<file path="config.mk">
export PLATFORM = sky130hd
export DESIGN_NAME = track_aperture_plane_cut
export DESIGN_NICKNAME = d
export VERILOG_FILES = /design/src/tapc_pkg.sv /design/src/track_aperture_plane_cut.sv /design/src/tapc_plane_unit.sv
export SDC_FILE = /design/constraint.sdc
export NUM_CORES = 2
export LEC_CHECK = 0
export BUFFER_PORTS_ARGS = -buffer_cell sky130_fd_sc_hd__buf_2
export CORE_MARGIN = 2
export CORE_UTILIZATION = 51
export DETAILED_ROUTE_END_ITERATION = 8
export PLACE_DENSITY = 0.74
export SETUP_SLACK_MARGIN = 0.05
export SLEW_MARGIN = 10
export SYNTH_ARGS = -nofsm -noshare
export SYNTH_HDL_FRONTEND = slang
export SYNTH_SLANG_ARGS = --single-unit
</file>
<file path="constraint.sdc">
create_clock -name clk -period 11.9 [get_ports clk]
set_input_delay 1.785 -clock clk [delete_from_list [all_inputs] [get_ports clk]]
set_output_delay 1.785 -clock clk [all_outputs]
set_load 0.01 [all_outputs]
</file>
<file path="src/tapc_pkg.sv">
`timescale 1ns / 1ps
`default_nettype none
// ----------------------------------------------------------------------------
// tapc_pkg: shared types and constants of the track aperture plane cut
// Holds the fixed plane table (z position, radius limit, cut kind) and the
// status bundle that the plane unit returns to the track sequencer.
// ----------------------------------------------------------------------------
package tapc_pkg;

  // Plane table size and cut count limit
  localparam int TABLE_CUTS = 8;
  localparam int MAX_CUTS   = 8;
  localparam int CUT_IDX_W  = 3;
  localparam int CUT_CNT_W  = 4;

  // Plane z in 1/16 mm, radius limit as 5*R in 1/16 mm
  localparam int PLANE_ZW = 19;
  localparam int R5_W     = 17;

  localparam logic [CUT_CNT_W-1:0] ACTIVE_CUTS_RST = 4'd8;

  // Result of one plane check
  typedef struct packed {
    logic done;
    logic in_radius;
  } tapc_unit_stat_t;

  // Plane z position
  function automatic logic [PLANE_ZW-1:0] plane_z(input logic [CUT_IDX_W-1:0] idx);
    logic [PLANE_ZW-1:0] z;
    case (idx)
      3'd0:    z = 19'd95600;
      3'd1:    z = 19'd95600;
      3'd2:    z = 19'd451648;
      3'd3:    z = 19'd451648;
      3'd4:    z = 19'd204800;
      3'd5:    z = 19'd284976;
      3'd6:    z = 19'd312000;
      3'd7:    z = 19'd387200;
      default: z = '0;
    endcase
    return z;
  endfunction

  // Plane radius limit, scaled by five
  function automatic logic [R5_W-1:0] plane_r5(input logic [CUT_IDX_W-1:0] idx);
    logic [R5_W-1:0] r;
    case (idx)
      3'd0:    r = 17'd2824;
      3'd1:    r = 17'd7840;
      3'd2:    r = 17'd55200;
      3'd3:    r = 17'd96000;
      3'd4:    r = 17'd29984;
      3'd5:    r = 17'd51240;
      3'd6:    r = 17'd54400;
      3'd7:    r = 17'd84320;
      default: r = '0;
    endcase
    return r;
  endfunction

  // Cut kind: 1 keeps tracks inside the radius, 0 keeps them outside
  function automatic logic plane_keep_inside(input logic [CUT_IDX_W-1:0] idx);
    logic k;
    case (idx)
      3'd0:    k = 1'b0;
      3'd2:    k = 1'b0;
      default: k = 1'b1;
    endcase
    return k;
  endfunction

endpackage
`default_nettype wire

</file>
<file path="src/track_aperture_plane_cut.sv">
`timescale 1ns / 1ps
`default_nettype none
// ----------------------------------------------------------------------------
// track_aperture_plane_cut: aperture cut of a track against fixed z planes
// Takes track points one beat at a time, checks each segment against the
// active planes it crosses and reports acceptance on the last point.
//
//   channel  direction  handshake           payload
//   in       sink       in_valid/in_stall   in_pos_x, in_pos_y, in_pos_z,
//                                           in_last_point
//   out      source     out_valid/out_stall out_accepted
//   cfg      sink       cfg_we              cfg_wdata (active_cuts)
//
// For each point the block scans up to min(active_cuts, 8) planes and runs a
// plane check on every plane that the segment crosses; the shared multiplier
// of the plane unit sets the 16-step cost of each crossed plane. The first
// point of a track and every point of a rejected track skip the plane scan;
// a failing plane ends the scan at once. One point is in work at a time.
// Synchronous active-low reset clears the track and sets active_cuts to 8.
// A pending result in the output register does not block new points; only
// a last point that finds the register still full waits for it to drain.
// ----------------------------------------------------------------------------
module track_aperture_plane_cut
  import tapc_pkg::*;
#(
  parameter int COORD_WIDTH = 20
) (
  input  wire logic                   clk,
  input  wire logic                   rst_n,
  // configuration
  input  wire logic                   cfg_we,
  input  wire logic [CUT_CNT_W-1:0]   cfg_wdata,
  // point input
  input  wire logic                   in_valid,
  output logic                        in_stall,
  input  wire logic [COORD_WIDTH-1:0] in_pos_x,
  input  wire logic [COORD_WIDTH-1:0] in_pos_y,
  input  wire logic [COORD_WIDTH-1:0] in_pos_z,
  input  wire logic                   in_last_point,
  // result output
  output logic                        out_valid,
  input  wire logic                   out_stall,
  output logic                        out_accepted
);

  localparam int ZW = 33;   // compare width for z positions

  localparam logic [1:0] S_IDLE = 2'd0;
  localparam logic [1:0] S_SCAN = 2'd1;
  localparam logic [1:0] S_CALC = 2'd2;
  localparam logic [1:0] S_DONE = 2'd3;

  logic [1:0]             state_r, state_nxt;
  logic [CUT_CNT_W-1:0]   active_cuts_r;
  logic [COORD_WIDTH-1:0] px_r, py_r, pz_r;
  logic [COORD_WIDTH-1:0] cx_r, cy_r, cz_r;
  logic                   last_r;
  logic                   have_prev_r;
  logic                   rejected_r;
  logic [CUT_CNT_W-1:0]   cut_r;
  logic [COORD_WIDTH-1:0] wa_r, wb_r, dz_r;
  logic [R5_W-1:0]        r5_r;
  logic                   start_r;
  logic                   out_valid_r;
  logic                   accepted_r;

  logic                   in_acc;
  logic [CUT_CNT_W-1:0]   n_cuts;
  logic [CUT_IDX_W-1:0]   cut_idx;
  logic [ZW-1:0]          zc;
  logic                   in_range;
  logic                   scan_end;
  logic                   emit_ok;
  logic                   fail;
  tapc_unit_stat_t        stat;

  assign in_acc   = in_valid && !in_stall;
  assign in_stall = (state_r != S_IDLE);

  // Saturate the cut count to the table
  assign n_cuts  = (active_cuts_r > CUT_CNT_W'(MAX_CUTS)) ? CUT_CNT_W'(MAX_CUTS)
                                                          : active_cuts_r;
  assign cut_idx = cut_r[CUT_IDX_W-1:0];
  assign zc      = ZW'(plane_z(cut_idx));
  assign in_range = (ZW'(pz_r) <= zc) && (zc <= ZW'(cz_r));
  assign scan_end = !have_prev_r || rejected_r || (cut_r >= n_cuts);
  assign emit_ok  = !out_valid_r || !out_stall;
  assign fail     = stat.done && (plane_keep_inside(cut_idx) != stat.in_radius);

  // Sequence the planes of one segment
  always_comb begin
    state_nxt = state_r;
    case (state_r)
      S_IDLE: begin
        if (in_acc) state_nxt = S_SCAN;
      end
      S_SCAN: begin
        if (scan_end) state_nxt = S_DONE;
        else if (in_range) state_nxt = S_CALC;
      end
      S_CALC: begin
        if (stat.done) state_nxt = fail ? S_DONE : S_SCAN;
      end
      S_DONE: begin
        if (!last_r || emit_ok) state_nxt = S_IDLE;
      end
      default: state_nxt = S_IDLE;
    endcase
  end

  // Control state
  always_ff @(posedge clk) begin
    if (!rst_n) begin
      state_r       <= S_IDLE;
      active_cuts_r <= ACTIVE_CUTS_RST;
      have_prev_r   <= 1'b0;
      rejected_r    <= 1'b0;
      cut_r         <= '0;
      start_r       <= 1'b0;
      out_valid_r   <= 1'b0;
    end else begin
      state_r <= state_nxt;
      start_r <= 1'b0;
      if (cfg_we) begin
        active_cuts_r <= cfg_wdata;
      end
      // load a result on the last point, drop it once taken
      if (state_r == S_DONE && last_r && emit_ok) begin
        out_valid_r <= 1'b1;
      end else if (out_valid_r && !out_stall) begin
        out_valid_r <= 1'b0;
      end
      case (state_r)
        S_IDLE: begin
          cut_r <= '0;
        end
        S_SCAN: begin
          if (!scan_end) begin
            if (in_range) start_r <= 1'b1;
            else cut_r <= cut_r + 1'b1;
          end
        end
        S_CALC: begin
          if (stat.done) begin
            if (fail) rejected_r <= 1'b1;
            else cut_r <= cut_r + 1'b1;
          end
        end
        S_DONE: begin
          if (!last_r) begin
            have_prev_r <= 1'b1;
          end else if (emit_ok) begin
            have_prev_r <= 1'b0;
            rejected_r  <= 1'b0;
          end
        end
        default: begin
          cut_r <= '0;
        end
      endcase
    end
  end

  // Payload registers
  always_ff @(posedge clk) begin
    if (in_acc) begin
      cx_r   <= in_pos_x;
      cy_r   <= in_pos_y;
      cz_r   <= in_pos_z;
      last_r <= in_last_point;
    end
    // load segment weights for the plane being started
    if (state_r == S_SCAN && !scan_end && in_range) begin
      r5_r <= plane_r5(cut_idx);
      if (pz_r == cz_r) begin
        wa_r <= '0;
        wb_r <= COORD_WIDTH'(1);
        dz_r <= COORD_WIDTH'(1);
      end else begin
        wa_r <= COORD_WIDTH'(ZW'(cz_r) - zc);
        wb_r <= COORD_WIDTH'(zc - ZW'(pz_r));
        dz_r <= cz_r - pz_r;
      end
    end
    // hold the point as the start of the next segment
    if (state_r == S_DONE) begin
      if (!last_r) begin
        px_r <= cx_r;
        py_r <= cy_r;
        pz_r <= cz_r;
      end else if (emit_ok) begin
        px_r       <= '0;
        py_r       <= '0;
        pz_r       <= '0;
        accepted_r <= !rejected_r;
      end
    end
  end

  tapc_plane_unit #(
    .COORD_WIDTH (COORD_WIDTH)
  ) u_plane (
    .clk   (clk),
    .rst_n (rst_n),
    .start (start_r),
    .px    (px_r),
    .py    (py_r),
    .cx    (cx_r),
    .cy    (cy_r),
    .wa    (wa_r),
    .wb    (wb_r),
    .dz    (dz_r),
    .r5    (r5_r),
    .stat  (stat)
  );

  assign out_valid    = out_valid_r;
  assign out_accepted = accepted_r;

  // A rejected track always has a previous point
  a_rej_prev: assert property (@(posedge clk) disable iff (!rst_n)
    rejected_r |-> have_prev_r)
    else $error("track rejected without a segment");

  // A plane check completes only for an active plane
  a_cut_active: assert property (@(posedge clk) disable iff (!rst_n)
    (state_r == S_CALC && stat.done) |-> (cut_r < n_cuts))
    else $error("plane check beyond the active cuts");

  // The last point loads a result and clears the track
  a_emit_clear: assert property (@(posedge clk) disable iff (!rst_n)
    (state_r == S_DONE && last_r && emit_ok) |=>
      (out_valid_r && !have_prev_r && !rejected_r && state_r == S_IDLE))
    else $error("last point did not emit and clear");

  // An accepted beat starts the plane scan
  a_accept_scan: assert property (@(posedge clk) disable iff (!rst_n)
    in_acc |=> (state_r == S_SCAN && cut_r == '0))
    else $error("accepted beat did not start a scan");

endmodule
`default_nettype wire

</file>
<file path="src/tapc_plane_unit.sv">
`timescale 1ns / 1ps
`default_nettype none
// ----------------------------------------------------------------------------
// tapc_plane_unit: radius test of one segment at one plane
// Runs a fixed 16-step program on a single shared multiplier. Builds the
// interpolation numerators Nx, Ny, then compares 25*(Nx^2 + Ny^2) against
// (5R*dz)^2, with every wide square split into two limbs.
// ----------------------------------------------------------------------------
module tapc_plane_unit
  import tapc_pkg::*;
#(
  parameter int COORD_WIDTH = 20
) (
  input  wire logic                   clk,
  input  wire logic                   rst_n,
  input  wire logic                   start,
  input  wire logic [COORD_WIDTH-1:0] px,
  input  wire logic [COORD_WIDTH-1:0] py,
  input  wire logic [COORD_WIDTH-1:0] cx,
  input  wire logic [COORD_WIDTH-1:0] cy,
  input  wire logic [COORD_WIDTH-1:0] wa,
  input  wire logic [COORD_WIDTH-1:0] wb,
  input  wire logic [COORD_WIDTH-1:0] dz,
  input  wire logic [R5_W-1:0]        r5,
  output tapc_unit_stat_t             stat
);

  localparam int MW = COORD_WIDTH + 1;       // multiplier operand / limb width
  localparam int PW = 2 * MW;                // product width
  localparam int NW = 2 * COORD_WIDTH + 1;   // signed numerator width
  localparam int AW = 4 * COORD_WIDTH + 5;   // sum-of-squares width

  // Program steps
  localparam logic [3:0] ST_PXWA = 4'd0;
  localparam logic [3:0] ST_CXWB = 4'd1;
  localparam logic [3:0] ST_PYWA = 4'd2;
  localparam logic [3:0] ST_CYWB = 4'd3;
  localparam logic [3:0] ST_RDZ  = 4'd4;
  localparam logic [3:0] ST_XLL  = 4'd5;
  localparam logic [3:0] ST_XHH  = 4'd6;
  localparam logic [3:0] ST_XHL  = 4'd7;
  localparam logic [3:0] ST_YLL  = 4'd8;
  localparam logic [3:0] ST_YHH  = 4'd9;
  localparam logic [3:0] ST_YHL  = 4'd10;
  localparam logic [3:0] ST_RLL  = 4'd11;
  localparam logic [3:0] ST_RHH  = 4'd12;
  localparam logic [3:0] ST_RHL  = 4'd13;
  localparam logic [3:0] ST_LAST = 4'd15;

  logic             busy_r;
  logic [3:0]       step_r;
  logic             pbusy_r;
  logic [3:0]       pstep_r;
  logic             psign_r;
  logic [PW-1:0]    prod_r;
  logic [NW-1:0]    nx_r;
  logic [NW-1:0]    ny_r;
  logic [PW-1:0]    vx_r;
  logic [PW-1:0]    vy_r;
  logic [PW-1:0]    rd_r;
  logic [AW-1:0]    lhs_r;
  logic [AW-1:0]    rhs_r;

  logic [COORD_WIDTH-1:0] px_mag;
  logic [COORD_WIDTH-1:0] py_mag;
  logic [COORD_WIDTH-1:0] cx_mag;
  logic [COORD_WIDTH-1:0] cy_mag;
  logic [MW-1:0]          mul_a;
  logic [MW-1:0]          mul_b;
  logic                   mul_sign;
  logic [NW-1:0]          term;
  logic [NW-1:0]          addend;
  logic [NW-1:0]          nx_mag;
  logic [NW-1:0]          ny_mag;
  logic [AW-1:0]          prod_ext;

  // Magnitudes of the point coordinates
  assign px_mag = px[COORD_WIDTH-1] ? (~px + 1'b1) : px;
  assign py_mag = py[COORD_WIDTH-1] ? (~py + 1'b1) : py;
  assign cx_mag = cx[COORD_WIDTH-1] ? (~cx + 1'b1) : cx;
  assign cy_mag = cy[COORD_WIDTH-1] ? (~cy + 1'b1) : cy;

  // Pick multiplier operands for the current step
  always_comb begin
    mul_a    = '0;
    mul_b    = '0;
    mul_sign = 1'b0;
    case (step_r)
      ST_PXWA: begin
        mul_a = MW'(px_mag); mul_b = MW'(wa); mul_sign = px[COORD_WIDTH-1];
      end
      ST_CXWB: begin
        mul_a = MW'(cx_mag); mul_b = MW'(wb); mul_sign = cx[COORD_WIDTH-1];
      end
      ST_PYWA: begin
        mul_a = MW'(py_mag); mul_b = MW'(wa); mul_sign = py[COORD_WIDTH-1];
      end
      ST_CYWB: begin
        mul_a = MW'(cy_mag); mul_b = MW'(wb); mul_sign = cy[COORD_WIDTH-1];
      end
      ST_RDZ: begin
        mul_a = MW'(r5); mul_b = MW'(dz);
      end
      ST_XLL: begin mul_a = vx_r[MW-1:0];  mul_b = vx_r[MW-1:0];  end
      ST_XHH: begin mul_a = vx_r[PW-1:MW]; mul_b = vx_r[PW-1:MW]; end
      ST_XHL: begin mul_a = vx_r[PW-1:MW]; mul_b = vx_r[MW-1:0];  end
      ST_YLL: begin mul_a = vy_r[MW-1:0];  mul_b = vy_r[MW-1:0];  end
      ST_YHH: begin mul_a = vy_r[PW-1:MW]; mul_b = vy_r[PW-1:MW]; end
      ST_YHL: begin mul_a = vy_r[PW-1:MW]; mul_b = vy_r[MW-1:0];  end
      ST_RLL: begin mul_a = rd_r[MW-1:0];  mul_b = rd_r[MW-1:0];  end
      ST_RHH: begin mul_a = rd_r[PW-1:MW]; mul_b = rd_r[PW-1:MW]; end
      ST_RHL: begin mul_a = rd_r[PW-1:MW]; mul_b = rd_r[MW-1:0];  end
      default: begin
        mul_a = '0;
      end
    endcase
  end

  // Signed addend for the numerators, magnitudes for the squares
  assign term     = NW'(prod_r);
  assign addend   = psign_r ? (~term + 1'b1) : term;
  assign nx_mag   = nx_r[NW-1] ? (~nx_r + 1'b1) : nx_r;
  assign ny_mag   = ny_r[NW-1] ? (~ny_r + 1'b1) : ny_r;
  assign prod_ext = AW'(prod_r);

  // Advance the step counter
  always_ff @(posedge clk) begin
    if (!rst_n) begin
      busy_r  <= 1'b0;
      step_r  <= '0;
      pbusy_r <= 1'b0;
    end else begin
      pbusy_r <= busy_r;
      if (start && !busy_r) begin
        busy_r <= 1'b1;
        step_r <= '0;
      end else if (busy_r) begin
        step_r <= step_r + 1'b1;
        if (step_r == ST_LAST) begin
          busy_r <= 1'b0;
        end
      end
    end
  end

  // Multiply stage
  always_ff @(posedge clk) begin
    prod_r  <= PW'(mul_a) * PW'(mul_b);
    psign_r <= mul_sign;
    pstep_r <= step_r;
  end

  // Accumulate stage
  always_ff @(posedge clk) begin
    if (pbusy_r) begin
      case (pstep_r)
        ST_PXWA: nx_r <= addend;
        ST_CXWB: nx_r <= nx_r + addend;
        ST_PYWA: begin
          ny_r <= addend;
          vx_r <= (PW'(nx_mag) << 2) + PW'(nx_mag);
        end
        ST_CYWB: ny_r <= ny_r + addend;
        ST_RDZ: begin
          rd_r <= prod_r;
          vy_r <= (PW'(ny_mag) << 2) + PW'(ny_mag);
        end
        ST_XLL:  lhs_r <= prod_ext;
        ST_XHH:  lhs_r <= lhs_r + (prod_ext << (2 * MW));
        ST_XHL:  lhs_r <= lhs_r + (prod_ext << (MW + 1));
        ST_YLL:  lhs_r <= lhs_r + prod_ext;
        ST_YHH:  lhs_r <= lhs_r + (prod_ext << (2 * MW));
        ST_YHL:  lhs_r <= lhs_r + (prod_ext << (MW + 1));
        ST_RLL:  rhs_r <= prod_ext;
        ST_RHH:  rhs_r <= rhs_r + (prod_ext << (2 * MW));
        ST_RHL:  rhs_r <= rhs_r + (prod_ext << (MW + 1));
        default: begin
          rhs_r <= rhs_r;
        end
      endcase
    end
  end

  // Report the compare on the final step
  assign stat.done      = busy_r && (step_r == ST_LAST);
  assign stat.in_radius = (lhs_r < rhs_r);

  // A new check never starts while one is running
  a_no_start_busy: assert property (@(posedge clk) disable iff (!rst_n)
    busy_r |-> !start)
    else $error("plane unit started while busy");

  // The final step ends the run
  a_done_ends: assert property (@(posedge clk) disable iff (!rst_n)
    stat.done |=> !busy_r)
    else $error("plane unit kept running after its final step");

  // Accumulate stage works on the step counter value of the previous cycle
  a_pipe_trail: assert property (@(posedge clk) disable iff (!rst_n)
    busy_r |=> pbusy_r && (pstep_r == $past(step_r)))
    else $error("multiply stage out of step with the counter");

endmodule
`default_nettype wire

</file>
==> summary.md <==
| Metric | Value |
|---|---|
| Tmin final | `10780 ps` |
| Reg2reg setup slack | `1120 ps` |
| Type of the worst min-delay path | `register to register` |
| Status | `completed` |
| Global-route wire length before repair | `339 mm` |
| Post-synth net total | `8623` |
| Total GRT Usage | `32.5%` |
| CTS root buf | `clkbuf_16` |
| IO buf count | `72` |
| Post-Synth Simple-Gate Area | `15.4%` |
| Drt wl/cell | `24.0 um` |
| Xor and xnor area share after synthesis | `8.23%` |
| Inserted Clock Buffers | `79` |
| Vias per inst | `6.32` |
| Fmax | `92.8 MHz` |
| Routability cong. | `1.03` |
| Synthesized cell area | `67600 sq um` |
| Most frequent cells in the layout | `inv_1, nand2_1, ha_1` |
| Footprint of the multi-input gates | `45400 sq um` |
| RSZ-0062 raised after global routing | `no` |
| Post-route ant nets | `0` |
| Most used routing layer in global routing | `met2` |
| Largest area contributor in the netlist | `edfxtp_1` |
| Reg2reg start | `u_plane.step_r[0]` |
| Largest family of logic cells by synthesized area | `adder cells` |
| Largest cells by area after synthesis | `edfxtp_1, ha_1, fa_1` |
| Distinct cells, synth | `82` |
| Core Footprint | `131000 sq um` |
| Final Cycle Share | `90.6%` |
| Most common cell after layout, fill and taps aside | `inv_1` |
| Drt pass-1 iters | `9` |
| Final net count | `8665` |
| Crit path arrival time | `11330 ps` |
| Max-slew headroom | `22.2%` |
| Share of layout cells above drive strength 1 | `5.39%` |
| Hold path cells | `0` |
| Reg area | `18800 sq um` |
| Filler cell count | `11655` |
| Die H | `368 um` |
| Vias in the first global route | `56521` |
| CP endpoint | `u_plane.prod_r[40]` |
| Seq/Total Area, Yosys | `27.7%` |
| Worst EP required | `12450 ps` |
| Cell Rows | `133` |
| Worst-margin pin slew | `1170 ps` |
| Initial core utilization | `51.4%` |
| Final Skew | `27.3 ps` |
| EDFF count, synth | `572` |
| Crit path depth | `28` |
| Power Density | `316 nW/um^2` |
| Critical path type | `register to register` |
| WL final | `225 mm` |
| Antenna violations before repair | `14` |
| WHS | `412 ps` |
| YS warnings | `0` |
| CTS Sinks | `651` |
| Post-Syn Area per Cell | `9.02 sq um` |
| IO Pins | `73` |
| Met2 usage | `49.5%` |
| Largest stage delay on the critical path | `860 ps` |
| Post-CTS Resized | `0` |
| Setup TNS | `0 ps` |
| Detailed Route Iter0 Violations | `6858` |
| Share of synthesized registers carrying an async set or reset | `0%` |
| Largest net degree at the start of global routing | `85` |
| Crit-path slowest cell | `nand4_1` |
| DIE AREA | `135000 sq um` |
| Leakage | `31.7 nW` |
| DR DRC count | `0` |
| CP startpoint kind | `register` |
| Die Wd | `368 um` |
| Power, Total | `23.1 mW` |
| CTS Buffer Depth | `3` |
| CP Buf/Inv Count | `5` |
| Mux share of post-synthesis cell area | `0.527%` |
| CTS tree | `yes` |
| Post-Synth Adder-Cell Area | `23.6%` |
| Met1 usage in global routing | `44.3%` |
| Routed vias | `59218` |
| Postcts setup bufs | `0` |
| CP most frequent cell | `fa_1` |
| CP max FO | `19` |
| Syn-to-layout area delta | `8.13%` |
| CTS clock-pin slew for the worst setup and hold paths | `60 ps` |
| RR Endpoint | `u_plane.prod_r[40]` |
| Total grt overflow | `0` |
| Max-Cap Viols | `0` |
| Post-synth top flop | `edfxtp_1` |
| Synth top area share | `25.4%` |
| Crit end category | `register` |
| R2R depth | `28` |
| HPWL after DPL | `170 mm` |
| Syn Inst Count | `7497` |
| Flip-flop and latch count after synthesis | `651` |
| VDD IR-drop max | `824 uV` |
| Worst setup path startpoint | `u_plane.step_r[0]` |
| Synth Area in Compound Gates | `19.1%` |
| Final hold vios | `0` |
| Hold-fix buffers at CTS | `0` |
| Worst-Skew Late Latency | `690 ps` |
| Met3 Track Usage GR | `6.69%` |
| Crit path max-delay family | `adder cells` |
| H-tree levels | `3` |
| Setup violations, final | `0` |
| Pins over their slew limit | `0` |
logic make-up after synthesis:
| logic type | after synthesis |
|---|---|
| XOR/XNOR | 635 |
| flip-flops | 651 |
| adder cells (fa/ha/maj) | 1056 |
| AO/OA/AOI/OAI | 1970 |
| buffers and inverters | 967 |
| multiplexers | 35 |
| AND/OR/NAND/NOR | 2183 |
final cells by class:
cell class | count | area share, %
Inverter | 726 | 3.73
Clock inverter | 50 | 0.734
Antenna cell | 6 | 0.0205
Sequential cell | 651 | 25.7
Tap cell | 1755 | 3.00
Timing Repair Buffer | 202 | 1.83
Multi-Input combinational cell | 5879 | 62.1
Clock buffer | 97 | 2.97
stage by stage:
stage / setup WS [ps] / cells / util (%) / instance area, sq um
CTS: 1370 / 9360 / 55.6 / 73100
detailed placement: 1420 / 9213 / 53.5 / 70400
floorplan: 2420 / 7497 / - / 67600
global route: 787 / 9360 / 55.6 / 73100
finish: 1120 / 9366 / 55.6 / 73100
global placement: 1480 / 9213 / 53.5 / 70400
worst min path at each step:
| stage | start | end | slack [ps] |
|---|---|---|---|
| after floorplan | u_plane.step_r[3] | u_plane.pstep_r[3] | 330 |
| after global placement | u_plane.step_r[0] | u_plane.pstep_r[0] | 390 |
| after detailed placement | u_plane.step_r[0] | u_plane.pstep_r[0] | 400 |
| after CTS | u_plane.step_r[0] | u_plane.pstep_r[0] | 410 |
| after global routing | u_plane.step_r[0] | u_plane.pstep_r[0] | 420 |
| final | u_plane.step_r[0] | u_plane.pstep_r[0] | 410 |
sequential cells by signal, summed over array words and instances, names as in the netlist, 41 cells and up:
signal / cells
u_plane.lhs_r: 85
u_plane.rhs_r: 85
u_plane.prod_r: 42
u_plane.rd_r: 42
u_plane.vx_r: 42
u_plane.vy_r: 42
u_plane.nx_r: 41
u_plane.ny_r: 41
synth_stat cells (79+ instances only):
cell	count
xor2_1	246
dfxtp_1	79
nand3_1	135
nand2b_1	83
nor2b_1	136
nand4_1	90
a21oi_1	499
edfxtp_1	572
nor2_1	553
nand2_1	697
o21ai_0	399
a22oi_1	111
clkbuf_1	228
xnor2_1	389
and2_1	105
a21o_1	261
o21bai_1	79
fa_1	369
inv_1	726
nor3_1	102
ha_1	687
per-layer routing:
| metal | wire length (um) | vias to the layer above | share of wire, % |
|---|---|---|---|
| met5 | 61 | - | 0.027 |
| li1 | - | 26853 | - |
| met3 | 23400 | 657 | 10 |
| met2 | 97500 | 3083 | 43 |
| met4 | 12000 | 8 | 5.3 |
| met1 | 92200 | 28617 | 41 |
where the power goes:
group          internal (mW)  switching (mW)  total, mW
registers               2.97           0.157       3.12
logic                   6.64            10.8       17.4
clock network           1.48            1.09       2.57
No activity file was read; power rests on OpenSTA's default activity.
